### src/sv/utf8dv_pkg.sv
// Shared types, constants and sequence checks for the UTF-8 decoder and validator.
package utf8dv_pkg;

  typedef enum logic [2:0] {
    ST_OK       = 3'd0,
    ST_STRAY    = 3'd1,
    ST_MISSING  = 3'd2,
    ST_SURR     = 3'd3,
    ST_OVERLONG = 3'd4,
    ST_RANGE    = 3'd5,
    ST_BADLEAD  = 3'd6
  } status_e;

  typedef struct packed {
    logic [20:0] scalar_val;
    status_e     status;
    logic [2:0]  bytes_used;
    logic [31:0] raw_bytes;
    logic        last_of_run;
  } res_t;

  localparam logic [7:0]  LeadC0      = 8'hC0;
  localparam logic [7:0]  LeadC1      = 8'hC1;
  localparam logic [7:0]  LeadE0      = 8'hE0;
  localparam logic [7:0]  LeadF0      = 8'hF0;
  localparam logic [7:0]  LeadF8      = 8'hF8;
  localparam logic [7:0]  MinAfterE0  = 8'hA0;
  localparam logic [7:0]  MinAfterF0  = 8'h90;
  localparam logic [20:0] MaxCodePt   = 21'h10FFFF;
  localparam logic [4:0]  SurrTop     = 5'b11011;

  function automatic res_t mk_res(logic [20:0] cp, status_e st, logic [2:0] used,
                                  logic [31:0] raw);
    res_t r;
    r.scalar_val  = cp;
    r.status      = st;
    r.bytes_used  = used;
    r.raw_bytes   = raw;
    r.last_of_run = 1'b0;
    return r;
  endfunction

  // Decodes a complete sequence of 2, 3 or 4 bytes and grades it.
  function automatic res_t finish_seq(logic [2:0] needed, logic [31:0] raw);
    logic [20:0] cp;
    status_e     st;
    st = ST_OK;
    case (needed)
      3'd2: begin
        cp = {10'd0, raw[4:0], raw[13:8]};
        if (raw[7:0] == LeadC0 || raw[7:0] == LeadC1) st = ST_OVERLONG;
      end
      3'd3: begin
        cp = {5'd0, raw[3:0], raw[13:8], raw[21:16]};
        if (cp[15:11] == SurrTop) st = ST_SURR;
        else if (raw[7:0] == LeadE0 && raw[15:8] < MinAfterE0) st = ST_OVERLONG;
      end
      default: begin
        cp = {raw[2:0], raw[13:8], raw[21:16], raw[29:24]};
        if (cp > MaxCodePt) st = ST_RANGE;
        else if (raw[7:0] == LeadF0 && raw[15:8] < MinAfterF0) st = ST_OVERLONG;
      end
    endcase
    return mk_res(cp, st, needed, raw);
  endfunction

endpackage

### src/sv/utf8dv_decode.sv
// Sequence state and per-byte decode logic, giving up to two results per byte.
module utf8dv_decode (
  input  logic              clk_i,
  input  logic              rst_ni,
  input  logic              step_i,
  input  logic [7:0]        byte_i,
  input  logic              eor_i,
  output logic [1:0]        num_o,
  output utf8dv_pkg::res_t  res0_o,
  output utf8dv_pkg::res_t  res1_o
);

  logic [23:0] held_q, held_d;
  logic [1:0]  cnt_q, cnt_d;
  logic [2:0]  need_q, need_d;

  logic              cont;
  logic [2:0]        cnt_p1;
  logic [31:0]       raw_ext;
  utf8dv_pkg::res_t  fresh;
  logic              fresh_v;

  assign cont   = (byte_i[7:6] == 2'b10);
  assign cnt_p1 = {1'b0, cnt_q} + 3'd1;

  always_comb begin
    case (cnt_q)
      2'd1:    raw_ext = {16'd0, byte_i, held_q[7:0]};
      2'd2:    raw_ext = {8'd0, byte_i, held_q[15:0]};
      default: raw_ext = {byte_i, held_q};
    endcase
  end

  always_comb begin
    held_d  = held_q;
    cnt_d   = cnt_q;
    need_d  = need_q;
    num_o   = 2'd0;
    res0_o  = '0;
    res1_o  = '0;
    fresh   = '0;
    fresh_v = 1'b0;
    if (cnt_q != 2'd0 && cont) begin
      if (cnt_p1 >= need_q) begin
        res0_o = utf8dv_pkg::finish_seq(need_q, raw_ext);
        num_o  = 2'd1;
        held_d = '0;
        cnt_d  = '0;
        need_d = '0;
      end else if (eor_i) begin
        res0_o = utf8dv_pkg::mk_res('0, utf8dv_pkg::ST_MISSING, cnt_p1, raw_ext);
        num_o  = 2'd1;
        held_d = '0;
        cnt_d  = '0;
        need_d = '0;
      end else begin
        held_d = raw_ext[23:0];
        cnt_d  = cnt_p1[1:0];
      end
    end else begin
      // A breaking byte first closes the pending sequence.
      if (cnt_q != 2'd0) begin
        res0_o = utf8dv_pkg::mk_res('0, utf8dv_pkg::ST_MISSING, {1'b0, cnt_q},
                                    {8'd0, held_q});
        num_o  = 2'd1;
        held_d = '0;
        cnt_d  = '0;
        need_d = '0;
      end
      if (!byte_i[7]) begin
        fresh   = utf8dv_pkg::mk_res({13'd0, byte_i}, utf8dv_pkg::ST_OK, 3'd1,
                                     {24'd0, byte_i});
        fresh_v = 1'b1;
      end else if (cont) begin
        fresh   = utf8dv_pkg::mk_res('0, utf8dv_pkg::ST_STRAY, 3'd1, {24'd0, byte_i});
        fresh_v = 1'b1;
      end else if (byte_i >= utf8dv_pkg::LeadF8) begin
        fresh   = utf8dv_pkg::mk_res('0, utf8dv_pkg::ST_BADLEAD, 3'd1, {24'd0, byte_i});
        fresh_v = 1'b1;
      end else if (eor_i) begin
        fresh   = utf8dv_pkg::mk_res('0, utf8dv_pkg::ST_MISSING, 3'd1, {24'd0, byte_i});
        fresh_v = 1'b1;
      end else begin
        need_d = (byte_i < utf8dv_pkg::LeadE0) ? 3'd2 :
                 (byte_i < utf8dv_pkg::LeadF0) ? 3'd3 : 3'd4;
        held_d = {16'd0, byte_i};
        cnt_d  = 2'd1;
      end
      if (fresh_v) begin
        if (num_o == 2'd0) begin
          res0_o = fresh;
          num_o  = 2'd1;
        end else begin
          res1_o = fresh;
          num_o  = 2'd2;
        end
      end
    end
    if (num_o == 2'd1) res0_o.last_of_run = 1'b1;
    if (num_o == 2'd2) res1_o.last_of_run = 1'b1;
  end

  always_ff @(posedge clk_i or negedge rst_ni) begin
    if (!rst_ni) begin
      held_q <= '0;
      cnt_q  <= '0;
      need_q <= '0;
    end else if (step_i) begin
      held_q <= held_d;
      cnt_q  <= cnt_d;
      need_q <= need_d;
    end
  end

  a_need_valid: assert property (@(posedge clk_i) disable iff (!rst_ni)
    (cnt_q != 2'd0) |-> ((need_q == 3'd2 || need_q == 3'd3 || need_q == 3'd4)
                         && ({1'b0, cnt_q} < need_q)))
    else $error("pending sequence has an inconsistent length");

  a_idle_clear: assert property (@(posedge clk_i) disable iff (!rst_ni)
    (cnt_q == 2'd0) |-> (need_q == 3'd0 && held_q == 24'd0))
    else $error("sequence state not cleared while idle");

endmodule

### src/sv/utf8dv_out.sv
// Result register with one overflow slot for the second result of a byte.
module utf8dv_out (
  input  logic              clk_i,
  input  logic              rst_ni,
  input  logic              step_i,
  input  logic [1:0]        num_i,
  input  utf8dv_pkg::res_t  res0_i,
  input  utf8dv_pkg::res_t  res1_i,
  input  logic              ready_i,
  output logic              valid_o,
  output utf8dv_pkg::res_t  res_o,
  output logic              free_o
);

  logic             out_v_q, out_v_d;
  logic             ext_v_q, ext_v_d;
  utf8dv_pkg::res_t out_q, out_d;
  utf8dv_pkg::res_t ext_q, ext_d;
  logic             take;

  assign take    = out_v_q && ready_i;
  assign free_o  = !ext_v_q && (!out_v_q || ready_i);
  assign valid_o = out_v_q;
  assign res_o   = out_q;

  always_comb begin
    out_v_d = out_v_q;
    ext_v_d = ext_v_q;
    out_d   = out_q;
    ext_d   = ext_q;
    if (step_i) begin
      case (num_i)
        2'd0: out_v_d = 1'b0;
        2'd1: begin
          out_v_d = 1'b1;
          out_d   = res0_i;
        end
        2'd2: begin
          out_v_d = 1'b1;
          out_d   = res0_i;
          ext_v_d = 1'b1;
          ext_d   = res1_i;
        end
        default: out_v_d = 1'b0;
      endcase
    end else if (take) begin
      if (ext_v_q) begin
        out_d   = ext_q;
        ext_v_d = 1'b0;
      end else begin
        out_v_d = 1'b0;
      end
    end
  end

  always_ff @(posedge clk_i or negedge rst_ni) begin
    if (!rst_ni) begin
      out_v_q <= 1'b0;
      ext_v_q <= 1'b0;
    end else begin
      out_v_q <= out_v_d;
      ext_v_q <= ext_v_d;
    end
  end

  always_ff @(posedge clk_i) begin
    out_q <= out_d;
    ext_q <= ext_d;
  end

  a_ext_behind_out: assert property (@(posedge clk_i) disable iff (!rst_ni)
    ext_v_q |-> out_v_q)
    else $error("overflow slot filled while result register is empty");

  a_pair_parked: assert property (@(posedge clk_i) disable iff (!rst_ni)
    (step_i && num_i == 2'd2) |=> (ext_v_q && out_v_q))
    else $error("second result of a byte was not parked");

endmodule

### src/sv/utf8_decode_validate_top.sv
// Top level of the streaming UTF-8 decoder and validator.
// A byte passes from the input register through the decoder into the result register.
// Throughput: one byte per cycle while m_axis_tready is high; a byte that yields two
// results holds the input until the second result leaves the overflow slot.
// Reset (rst_ni low, asynchronous) drops any pending sequence and empties all
// stages; no clearing pass is needed afterward.
module utf8_decode_validate_top (
  input  logic        clk_i,
  input  logic        rst_ni,
  // Byte stream in.
  input  logic        s_axis_tvalid,
  output logic        s_axis_tready,
  input  logic [7:0]  s_axis_tdata,   // byte_in[7:0]
  input  logic        s_axis_tlast,   // end_of_range
  // Decoded results out.
  output logic        m_axis_tvalid,
  input  logic        m_axis_tready,
  output logic [55:0] m_axis_tdata,   // scalar_val[20:0], bytes_used[23:21], raw_bytes[55:24]
  output logic [2:0]  m_axis_tuser,   // status[2:0]
  output logic        m_axis_tlast    // last_of_run
);

  // Input register: holds one byte request until the decoder takes it.
  logic       in_v_q, in_v_d;
  logic [7:0] in_byte_q;
  logic       in_eor_q;

  logic             step;
  logic             out_free;
  logic [1:0]       num;
  utf8dv_pkg::res_t res0, res1, res_out;

  // The decoder advances whenever a byte is held and the result side has room
  // for everything it might produce.
  assign step          = in_v_q && out_free;
  assign s_axis_tready = !in_v_q || step;

  always_comb begin
    in_v_d = in_v_q;
    if (s_axis_tvalid && s_axis_tready) in_v_d = 1'b1;
    else if (step) in_v_d = 1'b0;
  end

  always_ff @(posedge clk_i or negedge rst_ni) begin
    if (!rst_ni) begin
      in_v_q <= 1'b0;
    end else begin
      in_v_q <= in_v_d;
    end
  end

  always_ff @(posedge clk_i) begin
    if (s_axis_tvalid && s_axis_tready) begin
      in_byte_q <= s_axis_tdata;
      in_eor_q  <= s_axis_tlast;
    end
  end

  utf8dv_decode u_decode (
    .clk_i  (clk_i),
    .rst_ni (rst_ni),
    .step_i (step),
    .byte_i (in_byte_q),
    .eor_i  (in_eor_q),
    .num_o  (num),
    .res0_o (res0),
    .res1_o (res1)
  );

  utf8dv_out u_out (
    .clk_i   (clk_i),
    .rst_ni  (rst_ni),
    .step_i  (step),
    .num_i   (num),
    .res0_i  (res0),
    .res1_i  (res1),
    .ready_i (m_axis_tready),
    .valid_o (m_axis_tvalid),
    .res_o   (res_out),
    .free_o  (out_free)
  );

  // Pack the result fields onto the stream, first field in the lowest bits.
  assign m_axis_tdata = {res_out.raw_bytes, res_out.bytes_used, res_out.scalar_val};
  assign m_axis_tuser = res_out.status;
  assign m_axis_tlast = res_out.last_of_run;

endmodule
### config.mk
export PLATFORM = sky130hd
export DESIGN_NAME = utf8_decode_validate_top
export DESIGN_NICKNAME = d
export VERILOG_FILES = /design/src/sv/utf8dv_pkg.sv /design/src/sv/utf8dv_decode.sv /design/src/sv/utf8dv_out.sv /design/src/sv/utf8_decode_validate_top.sv
export SDC_FILE = /design/constraint.sdc
export NUM_CORES = 1
export LEC_CHECK = 0
export BUFFER_PORTS_ARGS = -buffer_cell sky130_fd_sc_hd__buf_4
export CAP_MARGIN = 5
export CORE_MARGIN = 3
export CORE_UTILIZATION = 62
export DETAILED_ROUTE_END_ITERATION = 10
export PLACE_DENSITY = 0.85
export SYNTH_ARGS = -nofsm -noshare
export SYNTH_HDL_FRONTEND = slang
export SYNTH_SLANG_ARGS = --single-unit
### constraint.sdc
create_clock -name clk_i -period 16.5 [get_ports clk_i]
set_input_delay 2.475 -clock clk_i [delete_from_list [all_inputs] [get_ports clk_i]]
set_output_delay 2.475 -clock clk_i [all_outputs]
set_load 0.03 [all_outputs]
* Yosys cells after proc, flatten, opt, wreduce, memory -nomap -nowiden
Index checks and enable logic that the tools add are counted.
Cells by class: add/sub/neg operators 1, multiply operators 0, div/mod/pow operators 0, order comparisons 7, equality and inequality tests 16, shift-type cells 0, multiplexer cells 70, bitwise logic cells 1, reductions and logical operators 25
Operator list (count):
- $mux 60 | 11
- $mux 24 | 8
- $mux 38 | 3
- $pmux 32 s2 | 1
- $mux 3 | 15
- $pmux 21 s2 | 1
- $eq 8x8->1 const B | 4
- $lt 8x8->1 const B | 4
- $mux 2 | 13
- $gt 21x21->1 const B | 1
- $mux 1 | 17
- $ge 8x8->1 const B | 1
- $reduce_and 2->1 | 4
- $reduce_bool 2->1 | 4
- $logic_and 1x1->1 | 7
- $eq 2x2->1 const B | 3
- $eq 3x2->1 const B | 2
- $pmux 3 s2 | 1
- $eq 5x5->1 const B | 1
- $eq 2x1->1 const B | 2
- $ne 2x2->1 const B | 2
- $add 2x1->3 const B | 1
- $ge 3x3->1 | 1
- $logic_not 1->1 | 3
- 8 further kinds | 10
Word-level totals: flip-flop bits (word level) 160, latch bits 0, bits in writable memories 0, bits in read-only memories 0, bits of input ports 13, output and inout bits 62, logic and storage cells 137, memories kept 0

* Logic depth before layout (Yosys ltp)
Gate-level depths: netlist (run 1).
word-level depth 12, mapped depth 11, mapped depth without buffers 11

* Modules after synthesis
A second synthesis (run 1) with hierarchy kept.
Second synthesis, totals: cell total of the unflattened synthesis 607, area total of the unflattened synthesis 7972.6 um^2
Modules (own cells, without submodules):
- utf8dv_out | instances 1, cells an instance 203, area an instance 4657.0 um^2, seq. area each 3653.5 um^2
- utf8dv_decode | instances 1, cells an instance 390, area an instance 2985.4 um^2, seq. area each 725.7 um^2
- utf8_decode_validate_top | instances 1, cells an instance 14, area an instance 330.3 um^2, seq. area each 295.3 um^2

* Worst setup path before layout (run 1)
OpenSTA, ideal clock, no wires.
path type input -> register, start in m_axis_tready, end reg u_out.out_q, in the netlist u_out.res_o[0], enable pin, library setup time 498 ps, data arrival time 5443 ps, data required time 16002 ps, setup slack 10559 ps, cell stages on the path 2, buffers on the path 0, cell sequence nor2b_1 -> a21oi_1
Between the ends: cells in the longest elaborated chain, start to end 5, elaborated cells on any way between the ends 8, those cells by class 1 x eq/ne; 7 x reduce/logical
Ends and longest elaborated chain:
- start: declaration | RTL line utf8_decode_validate_top.sv:17 | input logic m_axis_tready,
- $logic_or 1x1->1 | RTL line utf8dv_out.sv:22 | assign free_o = !ext_v_q && (!out_v_q || ready_i);
- $logic_and 1x1->1 | RTL line utf8dv_out.sv:22
- $logic_and 1x1->1 | RTL line utf8_decode_validate_top.sv:35 | assign step = in_v_q && out_free;
- $ne 2x2->1 (no source line) or $reduce_bool 2->1 (tied branches)
- $reduce_and 3->1 (no source line) *
- end signal: assignment | RTL line utf8dv_out.sv:67 | out_q <= out_d;
- end: declaration | RTL line utf8dv_out.sv:17 | utf8dv_pkg::res_t out_q, out_d;
Mark *: on every way between the ends. The rest lies on a longest branch, timed or not. A chain may end at the register's enable or synchronous reset.

* Worst setup path after layout (run 1)
start in m_axis_tready, end out s_axis_tready
Between the ends: cells in the longest elaborated chain, start to end 4
Ends and longest elaborated chain:
- $logic_or 1x1->1 | RTL line utf8dv_out.sv:22
- $logic_and 1x1->1 | RTL line utf8dv_out.sv:22
- $logic_and 1x1->1 | RTL line utf8_decode_validate_top.sv:35
- $logic_or 1x1->1 | RTL line utf8_decode_validate_top.sv:36 | assign s_axis_tready = !in_v_q || step;
- end: declaration | RTL line utf8_decode_validate_top.sv:12 | output logic s_axis_tready,
Every way passes these cells.

==> results.toml, run 1 <==
[pwr]
p_comb_share_pct = 42.4
power.total_w = 0.00158
clkPwrFrac_pct = 23.3
vdd_drop_max_v = 0.000186
power_frac_seq_pct = 34.3
p_int_w = 0.000908
cellLeakagePower_nw = 2.66
power_density_nw_per_um2 = 228
swShare_pct = 42.6
power_switching_w = 0.000674

[logic_synthesis]
synthAdderAreaFrac_pct = 2.17
muxShareOfSynthArea_pct = 1.04
synth-async-reset-ratio_pct = 26.7
synth_compound_area_share_pct = 18.5
avgSynthCellArea_um2 = 11.2
synth_edf_count = 88
synth_top_family_by_area = "compound AO/OA/AOI/OAI gates"
synth-seq-area-share_pct = 59.8
synth_ff_type = "edfxtp_1"
netlist_area_um2 = 5760
synth.distinct_cells = 57
netlist_instances = 514
synth-simple-area-share_pct = 15.0
synth_xor_area_share_pct = 0
ys_ff_latch = 120
synth-warning-count = 0
syn-num-nets = 537

[critical_path]
crit_path_start_kind = "input pin"
cp.arrival_ps = 3200
crit_required_ps = 14030
worstPathCellList = "buf_4 > nor2b_1 > o21ai_0 > buf_4"
cpMaxStageDelayCell = "nor2b_1"
critical_path_class = "in -> out"
endpoint_kind = "output pin"
cp_max_fo = 4
cp_common_cell = "buf_4"
crit_family = "buffers and inverters"
cp.buffers_inverters = 2
slowest_delay_ps = 230

[routing]
wire_per_inst_um = 21.4
drcViolationCount = 0
antenna_left = 0
via_per_inst = 6.73
drt_first_pass_iters = 7
routed_wl_mm = 14.9
num_vias = 4687
drtIter0Drc = 455

[floorplanning]
row_count = 34
die_width_um = 102
fp.dieH_um = 102
dieArea_um2 = 10500
ioPinCount = 75
coreArea_um2 = 8890
initial_utilization_pct = 64.8

[cts]
clock-sinks = 120
clock_path_buffers = 2
cts_buffers = 17
cts_setup_buffers = 0
cts-resized-gates = 0
cts_tree = "done"
cts_hold_buf = 0
clock_latency_ps = 520
htree_num_levels = 4
cts_root_buffer = "clkbuf_8"
clk_pin_slew_ps = 60

[run_status]
outcome = "complete, no violations"

[layout]
multiInputGateArea_um2 = 2130
syn2layout_area_growth_pct = 20.3
drive_above_1_share_pct = 20.6
fillers = 543
layout.nets = 598
fin_util_pct = 77.9
layout_common_cells = "edfxtp_1, buf_4, nor2_1"
ff_latch_area_um2 = 3440
antennaDiodeCount = 0
layout_commonest_cell = "edfxtp_1"

[sta]
slew_headroom_pct = 31.7
fin_setup_tns_ps = 0
hold_viol_final = 0
fin_skew_ps = 7.40
hold_slack_ps = 500
max_freq_mhz = 176
rsz0062_at_grt = "no"
fin_crit_sh_pct = 34.4
period_needed_ps = 5670
setup_violations = 0
drv_slew = 0
worst_pin_slew_ps = 1020

[global_routing]
overflow = 0
grt_pass1_vias = 4566
grt_pass1_wl_mm = 23.1
grt_max_degree = 37
grt_use_total_pct = 29.5
antenna_found_initial = 0

[placement]
gp_congestion = 0.959
port_buffers = 74
hpwl_mm = 9.21

[worst_hold_path]
hp-class = "reg -> reg"

[run]
drv_cap = 0
## logic make-up after synthesis
group / Yosys count
buffers and inverters: 48
multiplexers: 6
AND/OR/NAND/NOR: 178
adder cells (fa/ha/maj): 10
other: 1
flip-flops: 120
AO/OA/AOI/OAI: 151
## synth_stat cells (all sizes together) (6+ instances only)
cell type,instances,area [um^2]
dfrtp,32,801
and3,6,37.5
a2bb2oi,8,70.1
o21ai,26,141
o22ai,12,75.1
nor2,68,263
clkbuf,22,82.6
a22o,10,87.6
a221oi,7,61.3
nand2b,8,50.1
nand2,34,130
nor2b,9,56.3
nand3,11,60.1
a31oi,12,75.1
nor3b,8,60.1
a21oi,31,163
inv,12,45.0
a22oi,14,119
and2,23,144
buf,14,68.8
nor3,7,35.0
edfxtp,88,2640
ha,10,125
mux2i,6,60.1
## cell type report
class | count | share of cell area, %
Sequential cell | 120 | 49.7
Multi-Input combinational cell | 346 | 30.8
Timing Repair Buffer | 78 | 8.45
Clock buffer | 17 | 5.98
Clock inverter | 15 | 2.53
Tap cell | 108 | 1.95
Inverter | 12 | 0.650
## registers in the layout (all words and copies together), names as in the netlist
name / cells
u_out.ext_q: 19
u_out.res_o: 60
in_v_q: 1
u_out.valid_o: 1
u_decode.held_q: 24
u_decode.cnt_q: 2
in_eor_q: 1
u_decode.need_q: 3
u_out.ext_v_q: 1
in_byte_q: 8
## final timing paths
check	start	endpoint	slack, ps	depth (start not counted)
worst max-delay path	m_axis_tready	s_axis_tready	10830	4
worst min-delay path	u_decode.held_q[23]$_DFFE_PN0P_	u_decode.held_q[23]$_DFFE_PN0P_	500	1
worst min register to register	u_decode.held_q[23]$_DFFE_PN0P_	u_decode.held_q[23]$_DFFE_PN0P_	500	1
worst max register to register	u_decode.cnt_q[0]$_DFFE_PN0P_	u_out.res_o[45]$_DFFE_PP_	11490	11
max in group asynchronous	rst_ni	u_decode.held_q[1]$_DFFE_PN0P_	14260	1
min in group asynchronous	rst_ni	u_decode.held_q[23]$_DFFE_PN0P_	1900	1
## power groups by stage
| stage | Sequential (W) | Combinational (W) | Clock, W |
|---|---|---|---|
| 2_1_floorplan | 0.000686 | 0.000307 | 0 |
| 3_3_place_gp | 0.000540 | 0.000644 | 0 |
| 3_5_place_dp | 0.000544 | 0.000662 | 0 |
| 4_1_cts | 0.000541 | 0.000670 | 0.000370 |
| 5_1_grt | 0.000552 | 0.000716 | 0.000385 |
| 6_report | 0.000543 | 0.000671 | 0.000368 |
## layer usage
metal  global-route usage, %  wire length, um  up-vias
met1                    36.6             5470     2222
met3                    8.60             1570       92
li1                        -                -     2040
met5                       0                0        -
met2                    45.9             7070      333
met4                    18.2              788        0
## per-stage QoR
stage	cells	setup slack (ps)	instance area (um^2)
finish	696	10830	6930
global placement	664	10860	6340
floorplan	514	10560	5760
CTS	696	10810	6930
detailed placement	664	10810	6340
global route	696	10770	6930
Note: power is estimated with default switching activity, not from simulation.
==> inputs of run 2 (changes only) <==
--- a/config.mk
+++ b/config.mk
@@ -8,9 +8,9 @@
 export BUFFER_PORTS_ARGS = -buffer_cell sky130_fd_sc_hd__buf_4
 export CAP_MARGIN = 5
 export CORE_MARGIN = 3
-export CORE_UTILIZATION = 62
+export CORE_UTILIZATION = 52
 export DETAILED_ROUTE_END_ITERATION = 10
-export PLACE_DENSITY = 0.85
+export PLACE_DENSITY = 0.76
 export SYNTH_ARGS = -nofsm -noshare
 export SYNTH_HDL_FRONTEND = slang
 export SYNTH_SLANG_ARGS = --single-unit
==> constraint.sdc (replaced) <==
create_clock -name clk_i -period 4.6 [get_ports clk_i]
set_input_delay 0.69 -clock clk_i [delete_from_list [all_inputs] [get_ports clk_i]]
set_output_delay 0.69 -clock clk_i [all_outputs]
set_load 0.03 [all_outputs]
==> results.toml, run 2 (synthesis gave the netlist of run 1 again) <==
[run]
drv_cap = 0

[pwr]
power.total_w = 0.00561
p_int_w = 0.00324
swShare_pct = 42.1
p_comb_share_pct = 43.9
power_frac_seq_pct = 33.9
power_switching_w = 0.00236
vdd_drop_max_v = 0.000842
cellLeakagePower_nw = 2.68
power_density_nw_per_um2 = 803
clkPwrFrac_pct = 22.2

[sta]
worst_pin_slew_ps = 974
hold_slack_ps = 113
fin_crit_sh_pct = 79.5
drv_slew = 0
max_freq_mhz = 274
setup_violations = 0
period_needed_ps = 3660
fin_setup_tns_ps = 0
slew_headroom_pct = 35.0
hold_viol_final = 0
fin_skew_ps = 12.0
rsz0062_at_grt = "no"

[routing]
drtIter0Drc = 452
drcViolationCount = 0
drt_first_pass_iters = 6
antenna_left = 0
routed_wl_mm = 15.0
via_per_inst = 6.24
num_vias = 4556
wire_per_inst_um = 20.5

[layout]
layout_commonest_cell = "edfxtp_1"
layout_common_cells = "edfxtp_1, buf_4, nor2_1"
antennaDiodeCount = 0
syn2layout_area_growth_pct = 21.1
drive_above_1_share_pct = 20.7
layout.nets = 604
fillers = 827
largest_reg_flops = 60

[floorplanning]
dieArea_um2 = 12400
die_width_um = 111
coreArea_um2 = 10600
ioPinCount = 75
fp.dieH_um = 111
initial_utilization_pct = 54.6
row_count = 37

[cts]
clk_pin_slew_ps = 60
cts_tree = "done"
cts_setup_buffers = 0
clock_latency_ps = 520
cts-resized-gates = 0
cts_root_buffer = "clkbuf_8"
cts_buffers = 17
clock_path_buffers = 2
htree_num_levels = 4
cts_hold_buf = 0
clock-sinks = 120

[worst_hold_path]
hp-class = "in -> async"

[critical_path]
cp.arrival_ps = 3810
r2r_cells = 11
critical_path_class = "reg -> reg"
cp_max_fo = 45
endpoint_kind = "flip-flop"
crit_path_start_kind = "flip-flop"
crit_required_ps = 4750

[global_routing]
grt_pass1_wl_mm = 23.8
grt_max_degree = 46
antenna_found_initial = 0
overflow = 0
grt_pass1_vias = 4526
grt_use_total_pct = 24.6

[placement]
hpwl_mm = 9.85
port_buffers = 74
gp_congestion = 0.921

[run_status]
outcome = "complete, no violations"
[run 2: cell type report]
cell class	instances	area (um^2)	share of cell area, %
multi-input combinational	346	2130	30.5
clock buffer	22	453	6.49
sequential	120	3440	49.4
timing repair buffer	84	631	9.04
clock inverter	10	104	1.49
inverter	12	45.0	0.646
tap	136	170	2.44
[run 2: routing by layer]
layer	track usage, %	up-vias	share of wire (%)
met1	31.0	2176	39
li1	-	2045	-
met4	11.1	0	3.3
met2	40.9	291	48
met3	5.29	44	9.0
met5	0	-	0
[run 2: final timing paths]
| path | startpoint | endpoint | slack, ps |
|---|---|---|---|
| min | rst_ni | u_decode.cnt_q[0]$_DFFE_PN0P_ | 110 |
| max | u_decode.cnt_q[0]$_DFFE_PN0P_ | u_out.res_o[10]$_SDFFCE_PN0P_ | 940 |
| max reg2reg | u_decode.cnt_q[0]$_DFFE_PN0P_ | u_out.res_o[10]$_SDFFCE_PN0P_ | 940 |
| min in group clk_i | s_axis_tlast | in_eor_q$_DFFE_PP_ | 340 |
| min reg2reg | u_decode.held_q[8]$_DFFE_PN0P_ | u_decode.held_q[8]$_DFFE_PN0P_ | 520 |
| max in group asynchronous | rst_ni | u_decode.held_q[0]$_DFFE_PN0P_ | 4160 |
[run 2: critical path: stages, from the launching register on]
cell and delay (ps):
dfrtp_1 430, inv_1 160, ha_1 660, inv_1 260
ha_1 330, o21ai_0 190, inv_1 110, ha_1 290
nor2_1 90, nand2_1 110, a21oi_4 140, buf_4 460
[run 2: metrics by stage]
stage	cells	worst slack, ps	cell area (um^2)	utilization, %
2_1_floorplan	514	57.0	5760	-
3_3_place_gp	698	1100	6420	60.8
3_5_place_dp	698	1020	6420	60.8
4_1_cts	730	1000	6980	66.1
5_1_grt	730	695	6980	66.1
6_report	730	944	6980	66.1
[run 2: power by group through the flow]
stage | sequential [W] | combinational, W | clock [W]
after floorplan | 0.00244 | 0.00111 | 0
after global placement | 0.00190 | 0.00241 | 0
after detailed placement | 0.00192 | 0.00244 | 0
after CTS | 0.00190 | 0.00246 | 0.00126
after global routing | 0.00194 | 0.00263 | 0.00131
final | 0.00190 | 0.00246 | 0.00124
==> inputs of run 3 (changes only) <==
--- a/config.mk
+++ b/config.mk
@@ -8,9 +8,9 @@
 export BUFFER_PORTS_ARGS = -buffer_cell sky130_fd_sc_hd__buf_4
 export CAP_MARGIN = 5
 export CORE_MARGIN = 3
-export CORE_UTILIZATION = 52
+export CORE_UTILIZATION = 58
 export DETAILED_ROUTE_END_ITERATION = 10
-export PLACE_DENSITY = 0.76
+export PLACE_DENSITY = 0.8
 export SYNTH_ARGS = -nofsm -noshare
 export SYNTH_HDL_FRONTEND = slang
 export SYNTH_SLANG_ARGS = --single-unit
==> constraint.sdc (replaced) <==
create_clock -name clk_i -period 3.55 [get_ports clk_i]
set_input_delay 0.5325 -clock clk_i [delete_from_list [all_inputs] [get_ports clk_i]]
set_output_delay 0.5325 -clock clk_i [all_outputs]
set_load 0.03 [all_outputs]
==> results.toml, run 3 (synthesis gave the netlist of run 1 again) <==
[run_status]
outcome = "complete, no violations"

[placement]
place_inst = 697
post_dp_cell_area_um2 = 6520
port_buffers = 74
hpwl_mm = 10.0
gp_congestion = 0.950

[sta]
slew_headroom_pct = 33.0
rsz0062_at_grt = "no"
setup_violations = 0
max_freq_mhz = 307
drv_slew = 0
fin_crit_sh_pct = 91.7
worst_pin_slew_ps = 1000
period_needed_ps = 3260
fin_setup_tns_ps = 0
hold_viol_final = 0
fin_skew_ps = 8.31

[cts]
cts-resized-gates = 0
htree_num_levels = 4
cts_buffers = 17
clock_latency_ps = 510
clock-sinks = 120
clock_path_buffers = 2
cts_hold_buf = 1
cts_setup_buffers = 0
clk_pin_slew_ps = 60
cts_root_buffer = "clkbuf_8"
cts_tree = "done"

[pwr]
cellLeakagePower_nw = 2.71
vdd_drop_max_v = 0.000615
power.total_w = 0.00743
power_density_nw_per_um2 = 1050

[routing]
routed_wl_mm = 15.0
wl_met1_mm = 5.91
top_layer_used = "met4"
wl_met2_mm = 7.14
drtIter0Drc = 640
num_vias = 4532
antenna_left = 0
wl_met3_mm = 1.45
via_per_inst = 6.21
drcViolationCount = 0
drt_first_pass_iters = 8
wire_per_inst_um = 20.5

[layout]
layout_commonest_cell = "buf_4"
largest_reg_flops = 60
fin_util_pct = 74.9
multiInputGateArea_um2 = 2180
layout.nets = 611
fin_cells = 730
antennaDiodeCount = 0
fin_area_um2 = 7080
fillers = 628
layout_common_cells = "buf_4, edfxtp_1, nor2_1"
drive_above_1_share_pct = 23.3
syn2layout_area_growth_pct = 23.0
ff_latch_area_um2 = 3440

[critical_path]
crit_path_start_kind = "flip-flop"
cp.arrival_ps = 3440
endpoint_kind = "flip-flop"
crit_required_ps = 3730
critical_path_class = "reg -> reg"
r2r_end = "u_out.res_o[9]$_SDFFCE_PN0P_"
crit-reg2reg-launch = "u_decode.cnt_q[0]$_DFFE_PN0P_"
cp_max_fo = 31
r2r_slack_ps = 290
r2r_cells = 11

[floorplanning]
ioPinCount = 75
die_width_um = 106
coreArea_um2 = 9460
row_count = 35
fp.dieH_um = 106
dieArea_um2 = 11200
initial_utilization_pct = 60.9

[worst_hold_path]
hp-class = "in -> reg"
hold_path_depth = 1
min-delay-start = "s_axis_tdata[0]"
min_to = "in_byte_q[0]$_DFFE_PP_"

[global_routing]
grt_max_degree = 34
antenna_found_initial = 0
grt_pass1_wl_mm = 24.0
overflow = 0
grt_use_total_pct = 28.0
grt_pass1_vias = 4360

[run]
drv_cap = 0
run 3: critical path, cell delays in order, from the launching register on:
cell and delay (ps):
dfrtp_1 420, inv_2 100, ha_4 480, ha_4 270, a311oi_4 300, nand2_2 140
o22ai_2 170, ha_1 260, nor2_1 90, nand2_1 110, a21oi_4 190, buf_4 360
run 3: layout make-up:
class	instances	area share, %
tap	129	2.28
multi-input combinational	346	30.7
clock buffer	17	5.85
inverter	12	0.636
clock inverter	15	2.01
sequential	120	48.6
timing repair buffer	91	9.86
run 3: worst max path at each step:
stage | from | to | slack, ps | cells after the start
floorplan | u_decode.cnt_q[0]$_DFFE_PN0P_ | u_out.res_o[0]$_SDFFCE_PN1P_ | -20 | 11
global placement | u_decode.cnt_q[0]$_DFFE_PN0P_ | u_out.res_o[11]$_SDFFCE_PN0P_ | 400 | 11
detailed placement | u_decode.cnt_q[0]$_DFFE_PN0P_ | u_out.res_o[9]$_SDFFCE_PN0P_ | 340 | 11
CTS | u_decode.cnt_q[0]$_DFFE_PN0P_ | u_out.res_o[10]$_SDFFCE_PN0P_ | 300 | 11
global route | u_decode.cnt_q[0]$_DFFE_PN0P_ | u_out.res_o[9]$_SDFFCE_PN0P_ | 100 | 11
finish | u_decode.cnt_q[0]$_DFFE_PN0P_ | u_out.res_o[9]$_SDFFCE_PN0P_ | 290 | 11
run 3: power breakdown:
part           internal [W]  total [W]  switching (W)
sequential          0.00218    0.00244       0.000259
combinational       0.00111    0.00339        0.00228
clock              0.000940    0.00160       0.000662
run 3: stage by stage:
step	worst slack [ps]	hold WS, ps
after CTS	301	179
after detailed placement	340	488
final	293	190
after global routing	97.7	177
after global placement	399	475
after floorplan	-15.8	237
run 3: routing by layer:
| metal | vias up | global-route usage [%] |
|---|---|---|
| met5 | - | 0 |
| met4 | 0 | 10.7 |
| met3 | 47 | 5.76 |
| met2 | 287 | 44.5 |
| met1 | 2138 | 38.2 |
| li1 | 2060 | - |
